### config.mk
export PLATFORM = sky130hd
export DESIGN_NAME = length_prefixed_packet_deframer_flat
export DESIGN_NICKNAME = d
export VERILOG_FILES = /design/src/rtl/lppd_pkg.sv /design/src/rtl/lppd_stream_if.sv /design/src/rtl/lppd_framer.sv /design/src/rtl/length_prefixed_packet_deframer.sv /design/src/flat_wrapper.sv
export VERILOG_INCLUDE_DIRS = /design/src /design/src/rtl
export SDC_FILE = /design/constraint.sdc
export NUM_CORES = 1
export LEC_CHECK = 0
export BUFFER_PORTS_ARGS = -buffer_cell sky130_fd_sc_hd__buf_2
export CORE_MARGIN = 1.5
export CORE_UTILIZATION = 59
export CTS_CLUSTER_SIZE = 30
export DETAILED_ROUTE_END_ITERATION = 8
export PLACE_DENSITY_LB_ADDON = 0.15
export SETUP_SLACK_MARGIN = 0.4
export SKIP_CTS_REPAIR_TIMING = 1
export SKIP_LAST_GASP = 1
export SYNTH_ARGS = -nofsm -noshare
export SYNTH_HDL_FRONTEND = slang
export SYNTH_SLANG_ARGS = --single-unit
### constraint.sdc
create_clock -name clk -period 4.37 [get_ports clk]
set_input_delay 0.874 -clock clk [delete_from_list [all_inputs] [get_ports clk]]
set_output_delay 0.874 -clock clk [all_outputs]
set_load 0.02 [all_outputs]
### src/rtl/length_prefixed_packet_deframer_defines.svh
// ---------------------------------------------------------------------------
// Deframer assertion macros
// Shared concurrent assertion forms for the deframer RTL.
// ---------------------------------------------------------------------------
`ifndef LENGTH_PREFIXED_PACKET_DEFRAMER_DEFINES_SVH
`define LENGTH_PREFIXED_PACKET_DEFRAMER_DEFINES_SVH

// same-cycle implication
`define LPPD_ASSERT_IMP(label, clk, rst_n, ante, cons, msg) \
	label: assert property (@(posedge clk) disable iff (!(rst_n)) (ante) |-> (cons)) \
		else $error(msg);

// next-cycle implication
`define LPPD_ASSERT_NXT(label, clk, rst_n, ante, cons, msg) \
	label: assert property (@(posedge clk) disable iff (!(rst_n)) (ante) |=> (cons)) \
		else $error(msg);

`endif

### src/rtl/lppd_pkg.sv
// ---------------------------------------------------------------------------
// Deframer package
// Item types, status codes and framing constants.
// ---------------------------------------------------------------------------
package lppd_pkg;

	localparam logic       OP_DATA       = 1'b0;
	localparam logic       OP_CONN_START = 1'b1;

	localparam logic [7:0] START_SHORT = 8'hC1;
	localparam logic [7:0] START_LONG  = 8'hC2;

	localparam logic [15:0] MIN_SIZE_SHORT = 16'd3;
	localparam logic [15:0] MIN_SIZE_LONG  = 16'd4;
	localparam logic [15:0] HEAD_POS_SHORT = 16'd3;
	localparam logic [15:0] HEAD_POS_LONG  = 16'd4;

	localparam int CFG_IDX_W  = 1;
	localparam int CFG_DATA_W = 16;
	localparam logic [CFG_IDX_W-1:0] REG_MAX_PACKET_SIZE = 1'd0;
	localparam logic [CFG_IDX_W-1:0] REG_CHANNEL_ID      = 1'd1;

	localparam logic [15:0] MAX_SIZE_RESET   = 16'd8192;
	localparam logic [7:0]  CHANNEL_ID_RESET = 8'd0;

	typedef enum logic [1:0] {
		ST_BYTE      = 2'd0,
		ST_BAD_START = 2'd1,
		ST_BAD_SIZE  = 2'd2,
		ST_ABORT     = 2'd3
	} status_t;

	typedef struct packed {
		logic       opcode;
		logic [7:0] rx_byte;
	} in_item_t;

	typedef struct packed {
		logic [7:0] out_byte;
		status_t    status;
		logic       is_first;
		logic       is_head;
		logic       is_last;
		logic [7:0] channel;
	} out_item_t;

	typedef struct packed {
		logic [15:0] max_packet_size;
		logic [7:0]  channel_id;
	} cfg_t;

	typedef struct packed {
		logic      valid;
		out_item_t item;
	} frm_res_t;

endpackage

### src/rtl/lppd_stream_if.sv
// ---------------------------------------------------------------------------
// Stream channel
// Valid/ready channel carrying one item of a given payload type.
// ---------------------------------------------------------------------------
interface lppd_stream_if #(
	parameter type payload_t = logic
);
	logic     valid;
	logic     ready;
	payload_t data;

	modport source (output valid, output data, input ready);
	modport sink   (input valid, input data, output ready);
endinterface

### src/rtl/lppd_framer.sv
// ---------------------------------------------------------------------------
// Deframer core
// Framing state and per-item next-state and result logic.
// ---------------------------------------------------------------------------
`include "length_prefixed_packet_deframer_defines.svh"

module lppd_framer
	import lppd_pkg::*;
(
	input  logic     clk,
	input  logic     arst_n,
	input  logic     step,
	input  in_item_t item,
	input  cfg_t     cfg,
	output frm_res_t res
);

	typedef enum logic [1:0] {
		PH_IDLE    = 2'd0,
		PH_SIZE_HI = 2'd1,
		PH_SIZE_LO = 2'd2,
		PH_BODY    = 2'd3
	} phase_t;

	phase_t      phase_q, phase_d;
	logic        long_q, long_d;
	logic [15:0] size_q, size_d;
	logic [15:0] count_q, count_d;
	logic        halted_q, halted_d;

	logic [15:0] size_full;
	logic [15:0] min_size;
	logic [15:0] count_inc;
	logic [15:0] head_pos;

	assign size_full = {size_q[15:8], item.rx_byte};
	assign min_size  = long_q ? MIN_SIZE_LONG : MIN_SIZE_SHORT;
	assign head_pos  = long_q ? HEAD_POS_LONG : HEAD_POS_SHORT;
	assign count_inc = count_q + 16'd1;

	always_comb begin
		phase_d  = phase_q;
		long_d   = long_q;
		size_d   = size_q;
		count_d  = count_q;
		halted_d = halted_q;
		res                = '0;
		res.item.status    = ST_BYTE;
		res.item.channel   = cfg.channel_id;
		if (item.opcode == OP_CONN_START) begin
			phase_d  = PH_IDLE;
			long_d   = 1'b0;
			size_d   = '0;
			count_d  = '0;
			halted_d = 1'b0;
			if (phase_q != PH_IDLE) begin
				res.valid       = 1'b1;
				res.item.status = ST_ABORT;
			end
		end else if (!halted_q) begin
			res.valid         = 1'b1;
			res.item.out_byte = item.rx_byte;
			case (phase_q)
				PH_IDLE: begin
					if (item.rx_byte == START_SHORT || item.rx_byte == START_LONG) begin
						long_d            = (item.rx_byte == START_LONG);
						size_d            = '0;
						count_d           = 16'd1;
						phase_d           = (item.rx_byte == START_LONG) ? PH_SIZE_HI : PH_SIZE_LO;
						res.item.is_first = 1'b1;
					end else begin
						long_d            = 1'b0;
						size_d            = '0;
						count_d           = '0;
						halted_d          = 1'b1;
						res.item.out_byte = '0;
						res.item.status   = ST_BAD_START;
					end
				end
				PH_SIZE_HI: begin
					size_d  = {item.rx_byte, 8'h00};
					count_d = count_inc;
					phase_d = PH_SIZE_LO;
				end
				PH_SIZE_LO: begin
					if (size_full < min_size || size_full > cfg.max_packet_size) begin
						phase_d           = PH_IDLE;
						long_d            = 1'b0;
						size_d            = '0;
						count_d           = '0;
						halted_d          = 1'b1;
						res.item.out_byte = '0;
						res.item.status   = ST_BAD_SIZE;
					end else begin
						size_d  = size_full;
						count_d = count_inc;
						phase_d = PH_BODY;
					end
				end
				default: begin
					res.item.is_head = (count_inc == head_pos);
					res.item.is_last = (count_inc >= size_q);
					if (count_inc >= size_q) begin
						phase_d = PH_IDLE;
						long_d  = 1'b0;
						size_d  = '0;
						count_d = '0;
					end else begin
						count_d = count_inc;
					end
				end
			endcase
		end
	end

	always_ff @(posedge clk or negedge arst_n) begin
		if (!arst_n) begin
			phase_q  <= PH_IDLE;
			long_q   <= 1'b0;
			size_q   <= '0;
			count_q  <= '0;
			halted_q <= 1'b0;
		end else if (step) begin
			phase_q  <= phase_d;
			long_q   <= long_d;
			size_q   <= size_d;
			count_q  <= count_d;
			halted_q <= halted_d;
		end
	end

	`LPPD_ASSERT_IMP(a_halt_idle, clk, arst_n, halted_q, phase_q == PH_IDLE, "halted outside idle phase")
	`LPPD_ASSERT_IMP(a_status_clean, clk, arst_n, res.valid && res.item.status != ST_BYTE, res.item.out_byte == 8'd0 && !res.item.is_first && !res.item.is_head && !res.item.is_last, "status result carries byte marks")
	`LPPD_ASSERT_NXT(a_conn_clear, clk, arst_n, step && item.opcode == OP_CONN_START, phase_q == PH_IDLE && !halted_q && count_q == 16'd0, "connection start did not clear state")
	`LPPD_ASSERT_IMP(a_first_idle, clk, arst_n, res.valid && res.item.is_first, phase_q == PH_IDLE && !halted_q, "start mark outside idle phase")

endmodule

### src/rtl/length_prefixed_packet_deframer.sv
// ---------------------------------------------------------------------------
// Length-prefixed packet deframer
// Frames 0xC1/0xC2 length-prefixed packets from a received byte stream.
// ---------------------------------------------------------------------------
// Usage:
//   in_ch  : one item per received byte (opcode 0) or connection start (1).
//   out_ch : packet bytes with first/head/last marks, or one status item
//            on a bad start byte, bad size or aborted packet.
//   cfg    : cfg_we/cfg_index/cfg_wdata, write only while the block is idle.
// Path: input register, framing update, result register driving out_ch.
// Throughput: one item per cycle while out_ch accepts; the framing state
//   takes one update per item between the input and result registers.
// Items that give no result (halted bytes, idle connection start) still
//   pass the stage and leave the result register empty.
// Reset: framing state clears to waiting for a start byte, not halted;
//   max_packet_size returns to 8192 and channel_id to 0.
// Stall: with out_ch held, the result register and the input register
//   both fill, after which in_ch.ready drops until out_ch is drained.
// ---------------------------------------------------------------------------
module length_prefixed_packet_deframer
	import lppd_pkg::*;
(
	input  logic                  clk,
	input  logic                  arst_n,
	lppd_stream_if.sink           in_ch,
	lppd_stream_if.source         out_ch,
	input  logic                  cfg_we,
	input  logic [CFG_IDX_W-1:0]  cfg_index,
	input  logic [CFG_DATA_W-1:0] cfg_wdata
);

	cfg_t      cfg_q;
	logic      valid_s1;
	in_item_t  item_s1;
	logic      out_valid_q;
	out_item_t out_item_q;
	logic      advance;
	frm_res_t  res;

	assign advance      = valid_s1 && (!out_valid_q || out_ch.ready);
	assign in_ch.ready  = !valid_s1 || advance;
	assign out_ch.valid = out_valid_q;
	assign out_ch.data  = out_item_q;

	always_ff @(posedge clk or negedge arst_n) begin
		if (!arst_n) begin
			cfg_q.max_packet_size <= MAX_SIZE_RESET;
			cfg_q.channel_id      <= CHANNEL_ID_RESET;
		end else if (cfg_we) begin
			case (cfg_index)
				REG_MAX_PACKET_SIZE: cfg_q.max_packet_size <= cfg_wdata;
				REG_CHANNEL_ID:      cfg_q.channel_id      <= cfg_wdata[7:0];
				default: ;
			endcase
		end
	end

	always_ff @(posedge clk or negedge arst_n) begin
		if (!arst_n) begin
			valid_s1 <= 1'b0;
		end else if (in_ch.ready) begin
			valid_s1 <= in_ch.valid;
		end
	end

	always_ff @(posedge clk) begin
		if (in_ch.valid && in_ch.ready) begin
			item_s1 <= in_ch.data;
		end
	end

	lppd_framer u_framer (
		.clk    (clk),
		.arst_n (arst_n),
		.step   (advance),
		.item   (item_s1),
		.cfg    (cfg_q),
		.res    (res)
	);

	always_ff @(posedge clk or negedge arst_n) begin
		if (!arst_n) begin
			out_valid_q <= 1'b0;
		end else if (advance) begin
			out_valid_q <= res.valid;
		end else if (out_ch.ready) begin
			out_valid_q <= 1'b0;
		end
	end

	always_ff @(posedge clk) begin
		if (advance && res.valid) begin
			out_item_q <= res.item;
		end
	end

endmodule

### src/flat_wrapper.sv
// flat-port wrapper written by rule: the top's interface ports become plain ports
module length_prefixed_packet_deframer_flat import lppd_pkg::*;
  (clk, arst_n, cfg_we, cfg_index, cfg_wdata, in_ch_valid, in_ch_data, in_ch_ready, out_ch_valid, out_ch_data, out_ch_ready);
  lppd_stream_if #(.payload_t(in_item_t)) in_ch_i ();
  lppd_stream_if #(.payload_t(out_item_t)) out_ch_i ();
  input  logic clk;
  input  logic arst_n;
  input  logic cfg_we;
  input  logic [CFG_IDX_W-1:0] cfg_index;
  input  logic [CFG_DATA_W-1:0] cfg_wdata;
  input wire logic [$bits(in_ch_i.valid)-1:0] in_ch_valid;
  input wire logic [$bits(in_ch_i.data)-1:0] in_ch_data;
  output wire logic [$bits(in_ch_i.ready)-1:0] in_ch_ready;
  output wire logic [$bits(out_ch_i.valid)-1:0] out_ch_valid;
  output wire logic [$bits(out_ch_i.data)-1:0] out_ch_data;
  input wire logic [$bits(out_ch_i.ready)-1:0] out_ch_ready;
  assign in_ch_i.valid = in_ch_valid;
  assign in_ch_i.data = in_ch_data;
  assign in_ch_ready = in_ch_i.ready;
  assign out_ch_valid = out_ch_i.valid;
  assign out_ch_data = out_ch_i.data;
  assign out_ch_i.ready = out_ch_ready;
  length_prefixed_packet_deframer u_core (.clk(clk), .arst_n(arst_n), .in_ch(in_ch_i), .out_ch(out_ch_i), .cfg_we(cfg_we), .cfg_index(cfg_index), .cfg_wdata(cfg_wdata));
endmodule
Word-level counts from Yosys, hierarchy flattened
Cells that the tools add are included.

word-level totals
  latch bits = 0
  output and inout port bits = 23
  bits in writable memories = 0
  bits in read-only memories = 0
  bits in registers = 92
  input bits = 31
  word-level logic and storage cells = 101
  memories kept = 0

operators by class
  multiplexer cells = 43
  shift operators = 0
  divide/modulo/power cells = 0
  add/subtract/negate cells = 1
  multipliers = 0
  eq/ne operators = 9
  reductions and logical operators = 25
  bitwise operators = 2
  order comparisons = 3

operators with widths
  operator                 count
  $mux W16                 8
  $pmux W16 S3             2
  $mux W10                 2
  $pmux W10 S2             1
  $mux W2                  9
  $add A16 B1 Y16 const B  1
  $eq A16 B16 Y1           1
  $eq A8 B8 Y1 const B     2
  $ge A16 B16 Y1           1
  $gt A16 B16 Y1           1
  $lt A16 B16 Y1           1
  $mux W1                  16
  $mux W14                 1
  $reduce_and A4 Y1        2
  $ne A3 B2 Y1 const B     2
  $pmux W2 S3              1
  $reduce_and A2 Y1        3
  $reduce_or A3 Y1         2
  $reduce_and A5 Y1        1
  $reduce_bool A5 Y1       1
  $reduce_or A5 Y1         1
  $logic_or A1 B1 Y1       4
  $ne A2 B1 Y1 const B     2
  $reduce_bool A2 Y1       2
  12 further kinds         16

Depth between registers and ports, before layout
  depth after elaboration = 8
  gate-level depth with buffers = 15
  gate-level depth less buffers = 14

Hierarchy
From an unflattened synthesis, not the netlist that was laid out.

unflattened totals
  cell total of the unflattened synthesis = 464
  area, all modules = 5104.9 µm²

modules (own cells, without submodules)
  module                           seq. area each (µm²)  area an instance (µm²)  cells an instance  times used
  lppd_framer                      900.9                 3161.8                  372                1
  length_prefixed_packet_deframer  1552.7                1943.1                  92                 1

Least setup slack after synthesis
No wires, ideal clock.

  path type = reg-to-reg
  start point = register u_core.u_framer.count_q[2]
  end point = register u_core.u_framer.long_q
  required time = 4.266 ns
  library setup time = 0.104 ns
  path slack = 1.079 ns
  cell stages (with the launch flop) = 14
  clock period less this slack = 3.291 ns
  path buffers = 0
  arrival = 3.187 ns
  cell sequence = dfrtp_1 > and3_1 > and4_1 > nand3_1 > or2_2 > and2_1 > or2_2 > ha_1 > a21oi_1 > o21ai_0 > o21ai_0 > a41o_1 > or4_1 > o311ai_1

on the way
  longest elaborated chain between the ends = 4

RTL lines
  item                          RTL line            RTL
  start: declaration            lppd_framer.sv:28   logic [15:0] count_q, count_d;
  start signal: assignment      lppd_framer.sv:127  count_q <= count_d;
  $add A16 B1 Y16               lppd_framer.sv:39   assign count_inc = count_q + 16'd1;
  $ge A16 B16 Y1                lppd_framer.sv:103  if (count_inc >= size_q) begin
  $reduce_bool A4 Y1 (no line)  n/a
  $reduce_and A5 Y1 (no line)   n/a
  end signal: assignment        lppd_framer.sv:125  long_q <= long_d;
  end: declaration              lppd_framer.sv:26   logic long_q, long_d;

No other way between the ends.
A chain may end at the register's enable or synchronous reset.

Worst setup path in the final report
  start point = register u_core.u_framer.count_q[2]
  end point = register u_core.u_framer.size_q[3]

on the way
  longest elaborated chain between the ends = 4

RTL lines
  item                          RTL line            RTL
  $add A16 B1 Y16               lppd_framer.sv:39
  $ge A16 B16 Y1                lppd_framer.sv:103
  $reduce_bool A5 Y1 (no line)  n/a
  $reduce_and A3 Y1 (no line)   n/a
  end signal: assignment        lppd_framer.sv:126  size_q <= size_d;
  end: declaration              lppd_framer.sv:27   logic [15:0] size_q, size_d;

No other way between the ends.

==> results.toml <==
[run_status]
status = "completed"

[floorplan]
die-height_um = 94.21
coreArea_mm2 = 0.008134
boundaryPins = 54
die_x_um = 94.21
std_cell_rows = 33
start_util_pct = 60.34
dieArea_mm2 = 0.008876

[worst_setup_path]
required_ns = 4.67
crit_path_end_kind = "flip-flop"
r2r_start = "u_core.u_framer.count_q[2]"
reg2reg_slack_ns = 0.66
startpoint_type = "flip-flop"
crit_arrival_ns = 4.02
worstPathMaxFanout = 11
timing.critical_path.from = "u_core.u_framer.count_q[2]"
worstSetupPathType = "flip-flop to flip-flop"

[synth]
yosys.area.top_type = "dfrtp_1"
yosys.area_share.simple_pct = 16.24
synthDistinctLibCells = 58
syn-cell-area_mm2 = 0.004908
syn_nets = 533
synth_compound_area_share_pct = 14.96
synth_top_family_by_area = "simple AND/OR/NAND/NOR gates"
synth_area_leaders = "dfrtp_1, edfxtp_1, ha_1, nand2_1, a32o_1"
ys_seq_area_share_pct = 49.99
async_flop_share_pct = 67.39
synth_edf_count = 30
synth_mux_area_share_pct = 2.269
yosys_warnings = 0
synth.ff_latch_count = 92
syn_inst = 463
synth_top_area_share_pct = 31.10
synthXorXnorAreaFrac_pct = 2.141
synth_adder_area_share_pct = 9.941
synthFlopType = "dfrtp_1"
syn_avg_cell_area_um2 = 10.60

[timing]
slew_headroom_pct = 6.387
tightest_slew_ns = 1.395
setup_violations = 0
fin_crit_sh_pct = 85.01
drv_slew = 0
worst_clock_skew_ns = 0.01023
setup_ws_ns = 0.6551
timing.setup.tns_ns = 0
min_period_ns = 3.715
hold_viol_final = 0
rsz0062_at_grt = "false"
fmax_mhz = 269.2

[place]
gp_congestion = 0.8963
placed_cell_area_mm2 = 0.005265
dp_hpwl_um = 8258
portBuffers = 53
dpl_worst_slack_ns = 0.6325

[power]
p_leak_uw = 0.002478
finalPower_uw = 1856
ir_drop_mv = 0.2612
power.density_mw_per_mm2 = 338.6

[hold_path]
hold_class = "flip-flop to flip-flop"
hp-start = "u_core.cfg_q[4]"

[cells_and_area]
diodes = 0
layout_common_cells = "dfrtp_1, nand2_1, buf_2"
syn_to_final_growth_pct = 11.67
nNetsFinal = 589
final_common_cell = "dfrtp_1"
final_area_mm2 = 0.005482
drive_gt1_share_pct = 18.32

[drt]
topRoutingLayerUsed = "met4"
wire_per_inst_um = 17.93
viasPerCell = 5.962
vias = 3750
drc = 0
wirelength_um = 11280
dr.pass1.iters = 4
ant_nets = 0
met3_length_um = 531
routed-wl-met2_um = 5405
drt_iter0_markers = 275
wl_met1_um = 5010

[global_routing]
antenna_found_initial = 0
first_global_vias = 3725
grt_usage_pct = 26.99
grt_pass1_wl_um = 18070
overflow = 0
grt_max_degree = 36

[flow_run]
maxCapViolCount = 0

[cts]
clock-sinks = 92
htreeDepth = 3
clk_latency_ns = 0.37
cts_tree = "yes"
numCtsBuffers = 9
path_clk_slew_ns = 0.09
clock-root-buffer = "clkbuf_8"
clock_path_buffers = 2
==> power breakdown <==
part / switching [uW] / internal, uW / leakage (uW)
clock network: 307 / 323 / 0.000103
logic: 160 / 80.6 / 0.00128
registers: 34.5 / 951 / 0.00110
==> worst paths after layout <==
path / endpoint / cells after the start
worst max-delay path: u_core.u_framer.size_q[3] / 15
worst min-delay path: u_core.out_ch.data[4] / 0
worst max register to register: u_core.u_framer.size_q[3] / 15
worst min register to register: u_core.out_ch.data[4] / 0
max in group asynchronous: u_core.cfg_q[16] / 2
min in group asynchronous: u_core.u_framer.count_q[4] / 1
==> routing by layer <==
metal  GRT usage (%)  vias up
li1                -     1801
met4           11.19        0
met5               0        -
met3           5.259       24
met2           45.20      108
met1           34.04     1817
==> sequential cells by signal (all words and copies together) (netlist names) <==
register,count
u_core.item_s1,9
u_core.u_framer.size_q,16
u_core.u_framer.long_q,1
u_core.out_ch.data,21
u_core.out_ch.valid,1
u_core.u_framer.halted_q,1
u_core.u_framer.count_q,16
u_core.u_framer.phase_q,2
u_core.cfg_q,24
u_core.valid_s1,1
==> through the flow <==
step,util (%),hold slack (ns),cells
floorplan,-,0.4194,463
global placement,64.73,0.4259,613
detailed placement,64.73,0.4298,613
CTS,67.39,0.4518,629
global route,67.39,0.4604,629
finish,67.39,0.4518,629
==> cells in the mapped netlist, types with 4 or more instances <==
cell type,number
dfrtp_1,61
ha_1,39
a22o_1,8
o21ai_1,4
mux2_2,9
a21oi_1,18
nor2b_1,4
nand2_1,57
and3_1,9
edfxtp_1,30
clkbuf_1,6
nand3_1,8
nor2_1,25
nand2b_1,5
nor3_1,10
and2_1,7
inv_1,43
a32o_1,19
a31oi_1,4
o21ai_0,30
nor4_1,6
nand4_1,6
o2111ai_1,4
xnor2_1,9
==> area by class of cell <==
cell class / instances / area, um2
repair buffers: 55 / 280.3
flip-flops and latches: 92 / 2454
inverters: 43 / 161.4
clock inverters: 6 / 88.84
well taps: 105 / 131.4
multi-input cells: 318 / 2238
clock buffers: 10 / 127.6
fillers: 610 / 2653
==> kinds of logic after synthesis <==
group / Yosys count
flops: 92
compound gates: 103
mux: 10
buf+inv: 53
xor+xnor: 12
simple gates: 154
fa+ha+maj: 39
==> worst max-delay path, stage by stage, from the launching register on <==
cell	delay, ns
dfrtp_1	0.44
and3_1	0.22
and4_1	0.29
nand3_1	0.17
or2_2	0.35
and2_1	0.17
or2_2	0.29
ha_1	0.29
a21oi_1	0.07
o21ai_1	0.29
inv_1	0.14
nand2_1	0.09
o31ai_1	0.06
buf_4	0.19
nor3b_2	0.39
a22o_1	0.20
Power figures use the tool's default switching activity.
